`src/rtl/cwadc_pkg.sv`:
```
package cwadc_pkg;

  localparam logic [2:0] MODE_DISPLAY    = 3'd0;
  localparam logic [2:0] MODE_TIME_SET   = 3'd1;
  localparam logic [2:0] MODE_ALARM_SET  = 3'd2;
  localparam logic [2:0] MODE_SNOOZE     = 3'd3;
  localparam logic [2:0] MODE_CORRECTION = 3'd4;

  localparam logic [3:0] CODE_BLANK    = 4'd10;
  localparam logic [3:0] CODE_LETTER_C = 4'd11;
  localparam logic [3:0] CODE_MINUS    = 4'd12;

  localparam logic [7:0] SEC_PER_MIN   = 8'd60;
  localparam logic [5:0] MIN_PER_HOUR  = 6'd60;
  localparam logic [5:0] MIN_LAST      = 6'd59;
  localparam logic [4:0] HOUR_PER_DAY  = 5'd24;
  localparam logic [4:0] HOUR_LAST     = 5'd23;
  localparam logic [2:0] DAY_PER_WEEK  = 3'd7;

  localparam logic signed [7:0] CORR_MAX = 8'sd99;
  localparam logic signed [7:0] CORR_MIN = -8'sd99;

  localparam int OUT_DATA_W = 40;

  typedef struct packed {
    logic       action;
    logic [2:0] mode;
    logic       press_minutes;
    logic       press_hours;
    logic       reset_seconds;
    logic       alarm_enable;
  } item_t;

  typedef struct packed {
    logic [4:0] hours;
    logic [5:0] minutes;
    logic [7:0] seconds;
    logic       ringing;
    logic       alarm_en;
    logic [2:0] view;
    logic [4:0] alarm_hours;
    logic [5:0] alarm_minutes;
    logic [7:0] corr;
  } clk_state_t;

  typedef struct packed {
    logic [3:0] d0;
    logic [3:0] d1;
    logic [3:0] d2;
    logic [3:0] d3;
  } digits_t;

  // quotient by 7 for values up to 128
  function automatic logic [7:0] div7(input logic [7:0] v);
    logic [15:0] p;
    p = {8'd0, v} * 16'd147;
    return p[15:10] == 6'd0 ? 8'd0 : {2'd0, p[15:10]};
  endfunction

  // quotient by 10 for values up to 255
  function automatic logic [7:0] div10(input logic [7:0] v);
    logic [15:0] p;
    p = {8'd0, v} * 16'd205;
    return {3'd0, p[15:11]};
  endfunction

endpackage

```
`src/rtl/clock_with_alarm_and_drift_correction.sv`:
```
// channel | dir | tdata (low bit up)                              | tuser
// in_     | in  | mode[2:0] press_minutes press_hours             | action
//         |     | reset_seconds alarm_enable, pad to 8            |
// out_    | out | hours minutes seconds alarm_ringing speaker_gate| -
//         |     | digit_zero..digit_three colon display_update    |
// One item per cycle sustained while the output is not stalled.
// Input register, then state update and digit encoding, then output register.
// Synchronous active-low reset clears the clock, alarm and correction state.
// A stalled output holds the input register; in_tready drops only when both are full.
module clock_with_alarm_and_drift_correction
  import cwadc_pkg::*;
(
  input  logic                  clk,
  input  logic                  rst_n,
  input  logic                  in_tvalid,
  output logic                  in_tready,
  input  logic [7:0]            in_tdata,   // mode, press_minutes, press_hours,
                                            // reset_seconds, alarm_enable, zeros
  input  logic                  in_tuser,   // action
  output logic                  out_tvalid,
  input  logic                  out_tready,
  output logic [OUT_DATA_W-1:0] out_tdata   // hours, minutes, seconds, alarm_ringing,
                                            // speaker_gate, digit_zero, digit_one,
                                            // digit_two, digit_three, colon,
                                            // display_update, zero
);

  item_t                 item_r;
  logic                  in_valid_r;
  logic                  out_valid_r;
  logic [OUT_DATA_W-1:0] out_data_r;
  logic                  advance, step;
  clk_state_t            st_nxt;
  digits_t               dig;
  logic                  odd;

  assign advance   = !out_valid_r || out_tready;
  assign in_tready = !in_valid_r || advance;
  assign step      = in_valid_r && advance;

  always_ff @(posedge clk) begin
    if (!rst_n) begin
      in_valid_r  <= 1'b0;
      out_valid_r <= 1'b0;
    end else begin
      if (in_tready) in_valid_r <= in_tvalid;
      if (advance) out_valid_r <= in_valid_r;
    end
  end

  always_ff @(posedge clk) begin
    if (in_tvalid && in_tready) begin
      item_r <= '{action: in_tuser, mode: in_tdata[2:0], press_minutes: in_tdata[3],
                  press_hours: in_tdata[4], reset_seconds: in_tdata[5],
                  alarm_enable: in_tdata[6]};
    end
  end

  cwadc_state u_state (
    .clk    (clk),
    .rst_n  (rst_n),
    .step   (step),
    .item   (item_r),
    .st_nxt (st_nxt)
  );

  cwadc_digits u_digits (
    .st  (st_nxt),
    .dig (dig)
  );

  assign odd = st_nxt.seconds[0];

  always_ff @(posedge clk) begin
    if (step) begin
      out_data_r <= {1'b0,
                     !(st_nxt.ringing && odd),
                     odd && (st_nxt.view != MODE_CORRECTION),
                     dig.d3, dig.d2, dig.d1, dig.d0,
                     st_nxt.ringing && st_nxt.alarm_en && odd,
                     st_nxt.ringing,
                     st_nxt.seconds, st_nxt.minutes, st_nxt.hours};
    end
  end

  assign out_tvalid = out_valid_r;
  assign out_tdata  = out_data_r;

  a_out_hours: assert property (@(posedge clk) disable iff (!rst_n)
    out_tvalid |-> out_tdata[4:0] < HOUR_PER_DAY)
    else $error("hour field out of range");
  a_speaker: assert property (@(posedge clk) disable iff (!rst_n)
    out_tvalid && out_tdata[20] |-> out_tdata[19] && out_tdata[11] && !out_tdata[38])
    else $error("speaker on without ringing odd second");
  a_stall_hold: assert property (@(posedge clk) disable iff (!rst_n)
    in_valid_r && !advance |=> in_valid_r && $stable(item_r))
    else $error("input register lost item under stall");

endmodule

```
`src/rtl/cwadc_state.sv`:
```
module cwadc_state
  import cwadc_pkg::*;
(
  input  logic       clk,
  input  logic       rst_n,
  input  logic       step,
  input  item_t      item,
  output clk_state_t st_nxt
);

  logic [7:0] sec_r, sec_nxt;
  logic [5:0] min_r, min_nxt;
  logic [4:0] hour_r, hour_nxt;
  logic [2:0] wday_r, wday_nxt;
  logic [4:0] ahour_r, ahour_nxt;
  logic [5:0] amin_r, amin_nxt;
  logic [7:0] corr_r, corr_nxt;
  logic       ring_r, ring_nxt;
  logic       aen_r, aen_nxt;
  logic [2:0] view_r, view_nxt;

  logic [7:0] sec_inc;
  logic [5:0] min_inc;
  logic [4:0] hour_inc;
  logic [2:0] wday_inc;
  logic [7:0] corr_mag, quo, rem, quo_s, rem_s;
  logic       corr_neg;
  logic [2:0] mode_eff;
  logic signed [7:0] corr_s, corr_up, corr_dn;

  assign sec_inc  = sec_r + 8'd1;
  assign min_inc  = min_r + 6'd1;
  assign hour_inc = hour_r + 5'd1;
  assign wday_inc = wday_r + 3'd1;

  assign corr_neg = corr_r[7];
  assign corr_mag = corr_neg ? (8'd0 - corr_r) : corr_r;
  assign quo      = div7(corr_mag);
  assign rem      = corr_mag - ((quo << 3) - quo);
  assign quo_s    = corr_neg ? (8'd0 - quo) : quo;
  assign rem_s    = corr_neg ? (8'd0 - rem) : rem;

  assign corr_s  = signed'(corr_r);
  assign corr_up = (item.press_minutes && (corr_s < CORR_MAX)) ? corr_s + 8'sd1 : corr_s;
  assign corr_dn = (item.press_hours && (corr_up > CORR_MIN)) ? corr_up - 8'sd1 : corr_up;

  assign mode_eff = (item.mode > MODE_CORRECTION) ? MODE_DISPLAY : item.mode;

  always_comb begin
    sec_nxt   = sec_r;
    min_nxt   = min_r;
    hour_nxt  = hour_r;
    wday_nxt  = wday_r;
    ahour_nxt = ahour_r;
    amin_nxt  = amin_r;
    corr_nxt  = corr_r;
    ring_nxt  = ring_r;
    aen_nxt   = aen_r;
    view_nxt  = view_r;
    if (!item.action) begin
      sec_nxt = sec_inc;
      if (sec_inc == SEC_PER_MIN) begin
        sec_nxt = 8'd0;
        min_nxt = min_inc;
        if (min_inc == MIN_PER_HOUR) begin
          min_nxt  = 6'd0;
          hour_nxt = hour_inc;
          if (hour_inc == HOUR_PER_DAY) begin
            hour_nxt = 5'd0;
            wday_nxt = wday_inc;
            sec_nxt  = quo_s;
            if (wday_inc == DAY_PER_WEEK) begin
              wday_nxt = 3'd0;
              sec_nxt  = quo_s + rem_s;
            end
          end
        end
        ring_nxt = (hour_nxt == ahour_r) && (min_nxt == amin_r);
      end
    end else begin
      aen_nxt  = item.alarm_enable;
      view_nxt = mode_eff;
      unique case (mode_eff)
        MODE_TIME_SET: begin
          if (item.press_minutes) min_nxt = (min_r == MIN_LAST) ? 6'd0 : min_inc;
          if (item.press_hours) hour_nxt = (hour_r == HOUR_LAST) ? 5'd0 : hour_inc;
        end
        MODE_ALARM_SET: begin
          if (item.press_minutes) amin_nxt = (amin_r == MIN_LAST) ? 6'd0 : amin_r + 6'd1;
          if (item.press_hours) ahour_nxt = (ahour_r == HOUR_LAST) ? 5'd0 : ahour_r + 5'd1;
        end
        MODE_SNOOZE: begin
          ring_nxt = 1'b0;
        end
        MODE_CORRECTION: begin
          corr_nxt = unsigned'(corr_dn);
        end
        default: begin
          if (item.reset_seconds) sec_nxt = 8'd0;
        end
      endcase
    end
  end

  always_ff @(posedge clk) begin
    if (!rst_n) begin
      sec_r   <= '0;
      min_r   <= '0;
      hour_r  <= '0;
      wday_r  <= '0;
      ahour_r <= '0;
      amin_r  <= '0;
      corr_r  <= '0;
      ring_r  <= 1'b0;
      aen_r   <= 1'b0;
      view_r  <= MODE_DISPLAY;
    end else if (step) begin
      sec_r   <= sec_nxt;
      min_r   <= min_nxt;
      hour_r  <= hour_nxt;
      wday_r  <= wday_nxt;
      ahour_r <= ahour_nxt;
      amin_r  <= amin_nxt;
      corr_r  <= corr_nxt;
      ring_r  <= ring_nxt;
      aen_r   <= aen_nxt;
      view_r  <= view_nxt;
    end
  end

  assign st_nxt.hours         = hour_nxt;
  assign st_nxt.minutes       = min_nxt;
  assign st_nxt.seconds       = sec_nxt;
  assign st_nxt.ringing       = ring_nxt;
  assign st_nxt.alarm_en      = aen_nxt;
  assign st_nxt.view          = view_nxt;
  assign st_nxt.alarm_hours   = ahour_nxt;
  assign st_nxt.alarm_minutes = amin_nxt;
  assign st_nxt.corr          = corr_nxt;

  a_min_range: assert property (@(posedge clk) disable iff (!rst_n) min_r < MIN_PER_HOUR)
    else $error("minute count out of range");
  a_hour_range: assert property (@(posedge clk) disable iff (!rst_n) hour_r < HOUR_PER_DAY)
    else $error("hour count out of range");
  a_wday_range: assert property (@(posedge clk) disable iff (!rst_n) wday_r < DAY_PER_WEEK)
    else $error("week day out of range");
  a_corr_range: assert property (@(posedge clk) disable iff (!rst_n)
    (corr_s <= CORR_MAX) && (corr_s >= CORR_MIN))
    else $error("correction beyond limits");
  a_ring_clear: assert property (@(posedge clk) disable iff (!rst_n)
    step && item.action && (item.mode == MODE_SNOOZE) |=> !ring_r)
    else $error("snooze left ringing set");

endmodule

```
`src/rtl/cwadc_digits.sv`:
```
module cwadc_digits
  import cwadc_pkg::*;
(
  input  clk_state_t st,
  output digits_t    dig
);

  logic [7:0] corr_mag, corr_tens, hv, mv, h_tens, m_tens;

  assign corr_mag  = st.corr[7] ? (8'd0 - st.corr) : st.corr;
  assign corr_tens = div10(corr_mag);
  assign hv        = (st.view == MODE_ALARM_SET) ? {3'd0, st.alarm_hours} : {3'd0, st.hours};
  assign mv        = (st.view == MODE_ALARM_SET) ? {2'd0, st.alarm_minutes}
                                                 : {2'd0, st.minutes};
  assign h_tens    = div10(hv);
  assign m_tens    = div10(mv);

  always_comb begin
    if (st.view == MODE_CORRECTION) begin
      dig.d0 = CODE_LETTER_C;
      dig.d1 = st.corr[7] ? CODE_MINUS : CODE_BLANK;
      dig.d2 = corr_tens[3:0];
      dig.d3 = 4'(corr_mag - (corr_tens << 3) - (corr_tens << 1));
    end else begin
      dig.d0 = (h_tens == 8'd0) ? CODE_BLANK : h_tens[3:0];
      dig.d1 = 4'(hv - (h_tens << 3) - (h_tens << 1));
      dig.d2 = m_tens[3:0];
      dig.d3 = 4'(mv - (m_tens << 3) - (m_tens << 1));
    end
  end

endmodule
```
`config.mk`:
```
export PLATFORM = sky130hd
export DESIGN_NAME = clock_with_alarm_and_drift_correction
export DESIGN_NICKNAME = d
export VERILOG_FILES = /design/src/rtl/cwadc_pkg.sv /design/src/rtl/clock_with_alarm_and_drift_correction.sv /design/src/rtl/cwadc_state.sv /design/src/rtl/cwadc_digits.sv
export SDC_FILE = /design/constraint.sdc
export NUM_CORES = 1
export LEC_CHECK = 0
export BUFFER_PORTS_ARGS = -buffer_cell sky130_fd_sc_hd__buf_2
export CELL_PAD_IN_SITES_DETAIL_PLACEMENT = 1
export CELL_PAD_IN_SITES_GLOBAL_PLACEMENT = 2
export CORE_MARGIN = 2
export CORE_UTILIZATION = 43
export DETAILED_ROUTE_END_ITERATION = 10
export HOLD_SLACK_MARGIN = 0.06
export PLACE_DENSITY_LB_ADDON = 0.1
export SYNTH_ARGS = -nofsm -noshare
export SYNTH_HDL_FRONTEND = slang
export SYNTH_HIERARCHICAL = 1
export SYNTH_SLANG_ARGS = --single-unit
```
`constraint.sdc`:
```
create_clock -name clk -period 13.6 [get_ports clk]
set_input_delay 2.72 -clock clk [delete_from_list [all_inputs] [get_ports clk]]
set_output_delay 2.72 -clock clk [all_outputs]
set_load 0.005 [all_outputs]
```
Word level (Yosys, flattened, before mapping)
Cells that the tools add are included.

Multiplexer cells: 53. Reductions and logical operators: 19. $mul: 4. Order comparisons: 3. $add $sub $neg: 21. Equal/unequal tests: 17. Bitwise logic cells: 1.

Operators by type and width (count): $mux W8 (15); $mux W6 (14); $mux W5 (14); $sub A1 B8 Y8 const A (4); $sub A4 B4 Y4 (5); $eq A6 B6 Y1 const B (3); $mul A8 B8 Y16 const B (1); $sub A8 B8 Y8 (2); $eq A5 B5 Y1 const B (3); $mul A8 B8 Y15 const B (1); $mul A6 B8 Y14 const B (1); $mul A5 B8 Y13 const B (1); $add A6 B1 Y6 const B (2); $mux W12 (1); $mux W3 (4); $add A5 B1 Y5 const B (2); $eq A3 B2 Y1 const B (3); $eq A3 B3 Y1 const B (3); $logic_and A1 B1 Y1 (9); $add A8 B1 Y8 const B (1); $add A8 B2 Y8 const B (1); $add A8 B8 Y8 (1); $eq A8 B6 Y1 const B (1); $gt A8 B8 Y1 const B (1); other kinds (18) (25).

Output and inout port bits: 42. Bits of input ports: 13. Bits in registers: 95. Word-level logic and storage cells: 139.

Logic depth before layout (Yosys ltp)
Word-level depth: 17. Mapped depth: 40. Mapped depth without buffers: 40.

Cells and area by module
The synthesis kept the hierarchy.

Modules (own cells, without submodules): cwadc_state (cells each 769, sequential area each 920.9 µm², area an instance 5764.3 µm², times used 1); cwadc_digits (cells each 336, sequential area each 0.0 µm², area an instance 2894.0 µm², times used 1); clock_with_alarm_and_drift_correction (cells each 62, sequential area each 1451.4 µm², area an instance 1537.7 µm², times used 1).

Worst setup path after synthesis
Ideal clock, no wire load.

Kind: reg-to-reg. Start: register u_state.corr_r[0]. End: register out_data_r[36], in the netlist out_tdata[36] (data pin). Setup slack: 5326 ps. Library setup time: 267 ps. Data required time: 13333 ps. Buffers on the path: 0. Arrival time: 8008 ps. Clock period less this slack: 8274 ps. Stages on the path, launching flop included: 37. Cells stage by stage: dfxtp_1 ha_1 nor4_2 o21ai_2 mux2i_1 ha_1 or3_1 nor3_1 o31a_2 nand2_1 xnor2_1 o21ai_0 or3_1 o31ai_1 xor2_1 inv_1 ha_1 inv_1 fa_1 inv_1 fa_1 inv_1 fa_1 inv_1 ha_1 and4_1 nand2_1 o211ai_2 nor3_1 nor2_1 xnor2_1 ha_1 and2_1 or4b_2 o211ai_1 xnor2_1 mux2i_1.

RTL lines: from (decl) (line cwadc_state.sv:17) `logic [7:0] corr_r, corr_nxt;`; from (signal assigned) (line cwadc_state.sv:124) `corr_r <= corr_nxt;`; to (signal assigned) (line clock_with_alarm_and_drift_correction.sv:76) `out_data_r <= {1'b0,`; to (decl) (line clock_with_alarm_and_drift_correction.sv:31) `logic [OUT_DATA_W-1:0] out_data_r;`.

==> impl_metrics.json <==
{
  "holdWs_ps": 492,
  "hold_path.class": "reg -> reg",
  "vias": 8199,
  "gp_congestion": 0.786,
  "grt_usage": 0.213,
  "yosysTopAreaCell": "ha_1",
  "areaGrowthSynthToFinish_pct": 7.71,
  "layout_setup_ws_ps": 3740,
  "clkSinkCount": 95,
  "start_util": 0.436,
  "yosysWarnings": 6,
  "required_ps": 13690,
  "drive_gt1_frac": 0.107,
  "ys_types": 96,
  "fmax_ghz": 0.101,
  "rsz0062_at_grt": "no",
  "post_cts_resized": 0,
  "report.final.slew_viol_count": 0,
  "post-route-min-period_ps": 9860,
  "cts_tree": "done",
  "antenna_found_initial": 0,
  "multi_input_area_um2": 7140,
  "cp_num_buf_inv": 5,
  "worst_slew_pin_slew_ps": 1000,
  "clk_latency_ps": 350,
  "cp.arrival_ps": 9960,
  "h-tree-depth": 3,
  "grt_pass1_vias": 8198,
  "crit_path_end_kind": "flop",
  "finalNetCount": 1388,
  "syn_area_per_cell_um2": 8.74,
  "ios": 55,
  "max_stage_delay_ps": 630,
  "dieArea_um2": 25000,
  "max_slew_margin": 0.326,
  "wl_um": 25300,
  "post-place-ws_ps": 3760,
  "holdBufCountCts": 0,
  "ir_drop_mv": 0.0484,
  "grt_pass1_wl_um": 42300,
  "clock_skew_ps": 8.63,
  "core_area_um2": 23400,
  "cellLeakagePower_nw": 5.27,
  "fin_tns_setup_ps": 0,
  "dp.final_hpwl_um": 20100,
  "synthArstFlopShare": 0,
  "grt_max_degree": 77,
  "synth_seq_cells": 95,
  "hold_viol_final": 0,
  "period_share": 0.725,
  "postSynthCellCount": 1167,
  "outcome": "complete, no violations",
  "cts-root-buf": "clkbuf_16",
  "final_cell_mix": "157 x ha_1, 125 x inv_1, 101 x nand2_1",
  "synth_area_leaders": "ha_1 19%, edfxtp_1 14%, dfxtp_1 9.4%",
  "ys_seq_area_frac": 0.233,
  "viasPerCell": 5.42,
  "crit_slowest_cell": "dfxtp_1",
  "wl_per_cell_um": 16.7,
  "synth_fp_nets": 1365,
  "crit_family": "adder cells",
  "syn-cell-area_um2": 10200,
  "synth_ff_type": "dfxtp_1",
  "max-cap-violations": 0,
  "grt.overflow.total": 0,
  "post-route-drc-count": 0,
  "first_pass_iters": 5,
  "antenna_left": 0,
  "cts.clk_slew.worst_paths_ps": 70,
  "dieWidth_um": 158,
  "cts_inserted_buffers": 9,
  "finalSetupViolCount": 0,
  "critPathKind": "reg -> reg",
  "cts_buffer_depth": 2,
  "portBuffers": 52,
  "rows": 56,
  "cp-start-kind": "flop",
  "synth_edf_count": 47,
  "antenna_cells": 0,
  "die_h_um": 158,
  "num-fill-cells": 2819,
  "path_common_cell": "ha_1",
  "path_max_fanout": 12,
  "final_common_cell": "ha_1",
  "power.density_nw_per_um2": 66.1,
  "final-seq-area_um2": 2370,
  "dr.first_iter.drc_count": 277,
  "synth_top_area_frac": 0.193,
  "postCtsSetupBuffers": 0
}
==> worst min-delay path: stages (launching register included) <==
cell and delay [ps]:
dfxtp_1 320, nor2_1 80, nor3_1 50
==> power by group <==
part | internal [mW] | switching (mW)
Clock | 0.126 | 0.119
Combinational | 0.0621 | 0.0909
Sequential | 0.315 | 0.0125
==> state kept, by name (all words and copies together) (netlist names) <==
register,count
out_tdata,39
item_r,8
u_state/corr_r,8
u_state/sec_r,8
u_state/amin_r,6
u_state/min_r,6
u_state/ahour_r,5
u_state/hour_r,5
u_state/view_r,3
u_state/wday_r,3
in_valid_r,1
out_tvalid,1
u_state/aen_r,1
u_state/ring_r,1
==> cells in the mapped netlist, types with 9 or more instances <==
cell type,instances
a21oi_1,54
a31oi_1,13
and3_1,15
clkbuf_1,30
dfxtp_1,48
edfxtp_1,47
fa_1,28
ha_1,157
inv_1,125
mux2_2,12
mux2i_1,22
nand2_1,101
nand3_1,32
nand4_1,13
nor2_1,85
nor3_1,25
o21ai_0,55
o31ai_1,9
or3_1,10
xnor2_1,52
xor2_1,37
==> layer usage <==
layer | GRT usage | wire, um
met5 | 0 | 0
met4 | 0.0450 | 198
met3 | 0.0189 | 343
met2 | 0.360 | 12100
met1 | 0.297 | 12600
==> worst paths after layout <==
check	end	start	slack, ps	cells after the start
worst min-delay path	u_state/aen_r	u_state/aen_r	490	2
worst min register to register	u_state/aen_r	u_state/aen_r	490	2
worst max-delay path	out_tdata[36]	u_state/corr_r[0]	3740	37
worst max register to register	out_tdata[36]	u_state/corr_r[0]	3740	37
==> metrics by stage <==
step | cell area (um^2) | cells | utilization | total power, mW
floorplan | 10200 | 1167 | - | 0.445
global placement | 10700 | 1498 | 0.457 | 0.485
detailed placement | 10700 | 1498 | 0.457 | 0.489
CTS | 11000 | 1514 | 0.469 | 0.740
global route | 11000 | 1514 | 0.469 | 0.772
finish | 11000 | 1514 | 0.469 | 0.726
==> area by class of cell <==
| class | count | area share |
|---|---|---|
| timing repair buffer | 59 | 0.0285 |
| sequential | 95 | 0.216 |
| clock buffer | 9 | 0.0205 |
| inverter | 128 | 0.0438 |
| clock inverter | 7 | 0.00513 |
| multi-input combinational | 897 | 0.650 |
| tap | 319 | 0.0363 |
==> logic make-up after synthesis <==
group           Yosys count  share of synthesized area
fa+ha+maj               185                      0.248
compound gates          227                      0.150
buf+inv                 175                     0.0680
other cells               2                   0.000737
simple gates            352                      0.176
xor+xnor                 94                     0.0874
mux                      37                     0.0382
flops                    95                      0.233
Note: power is estimated with default switching activity, not from simulation.
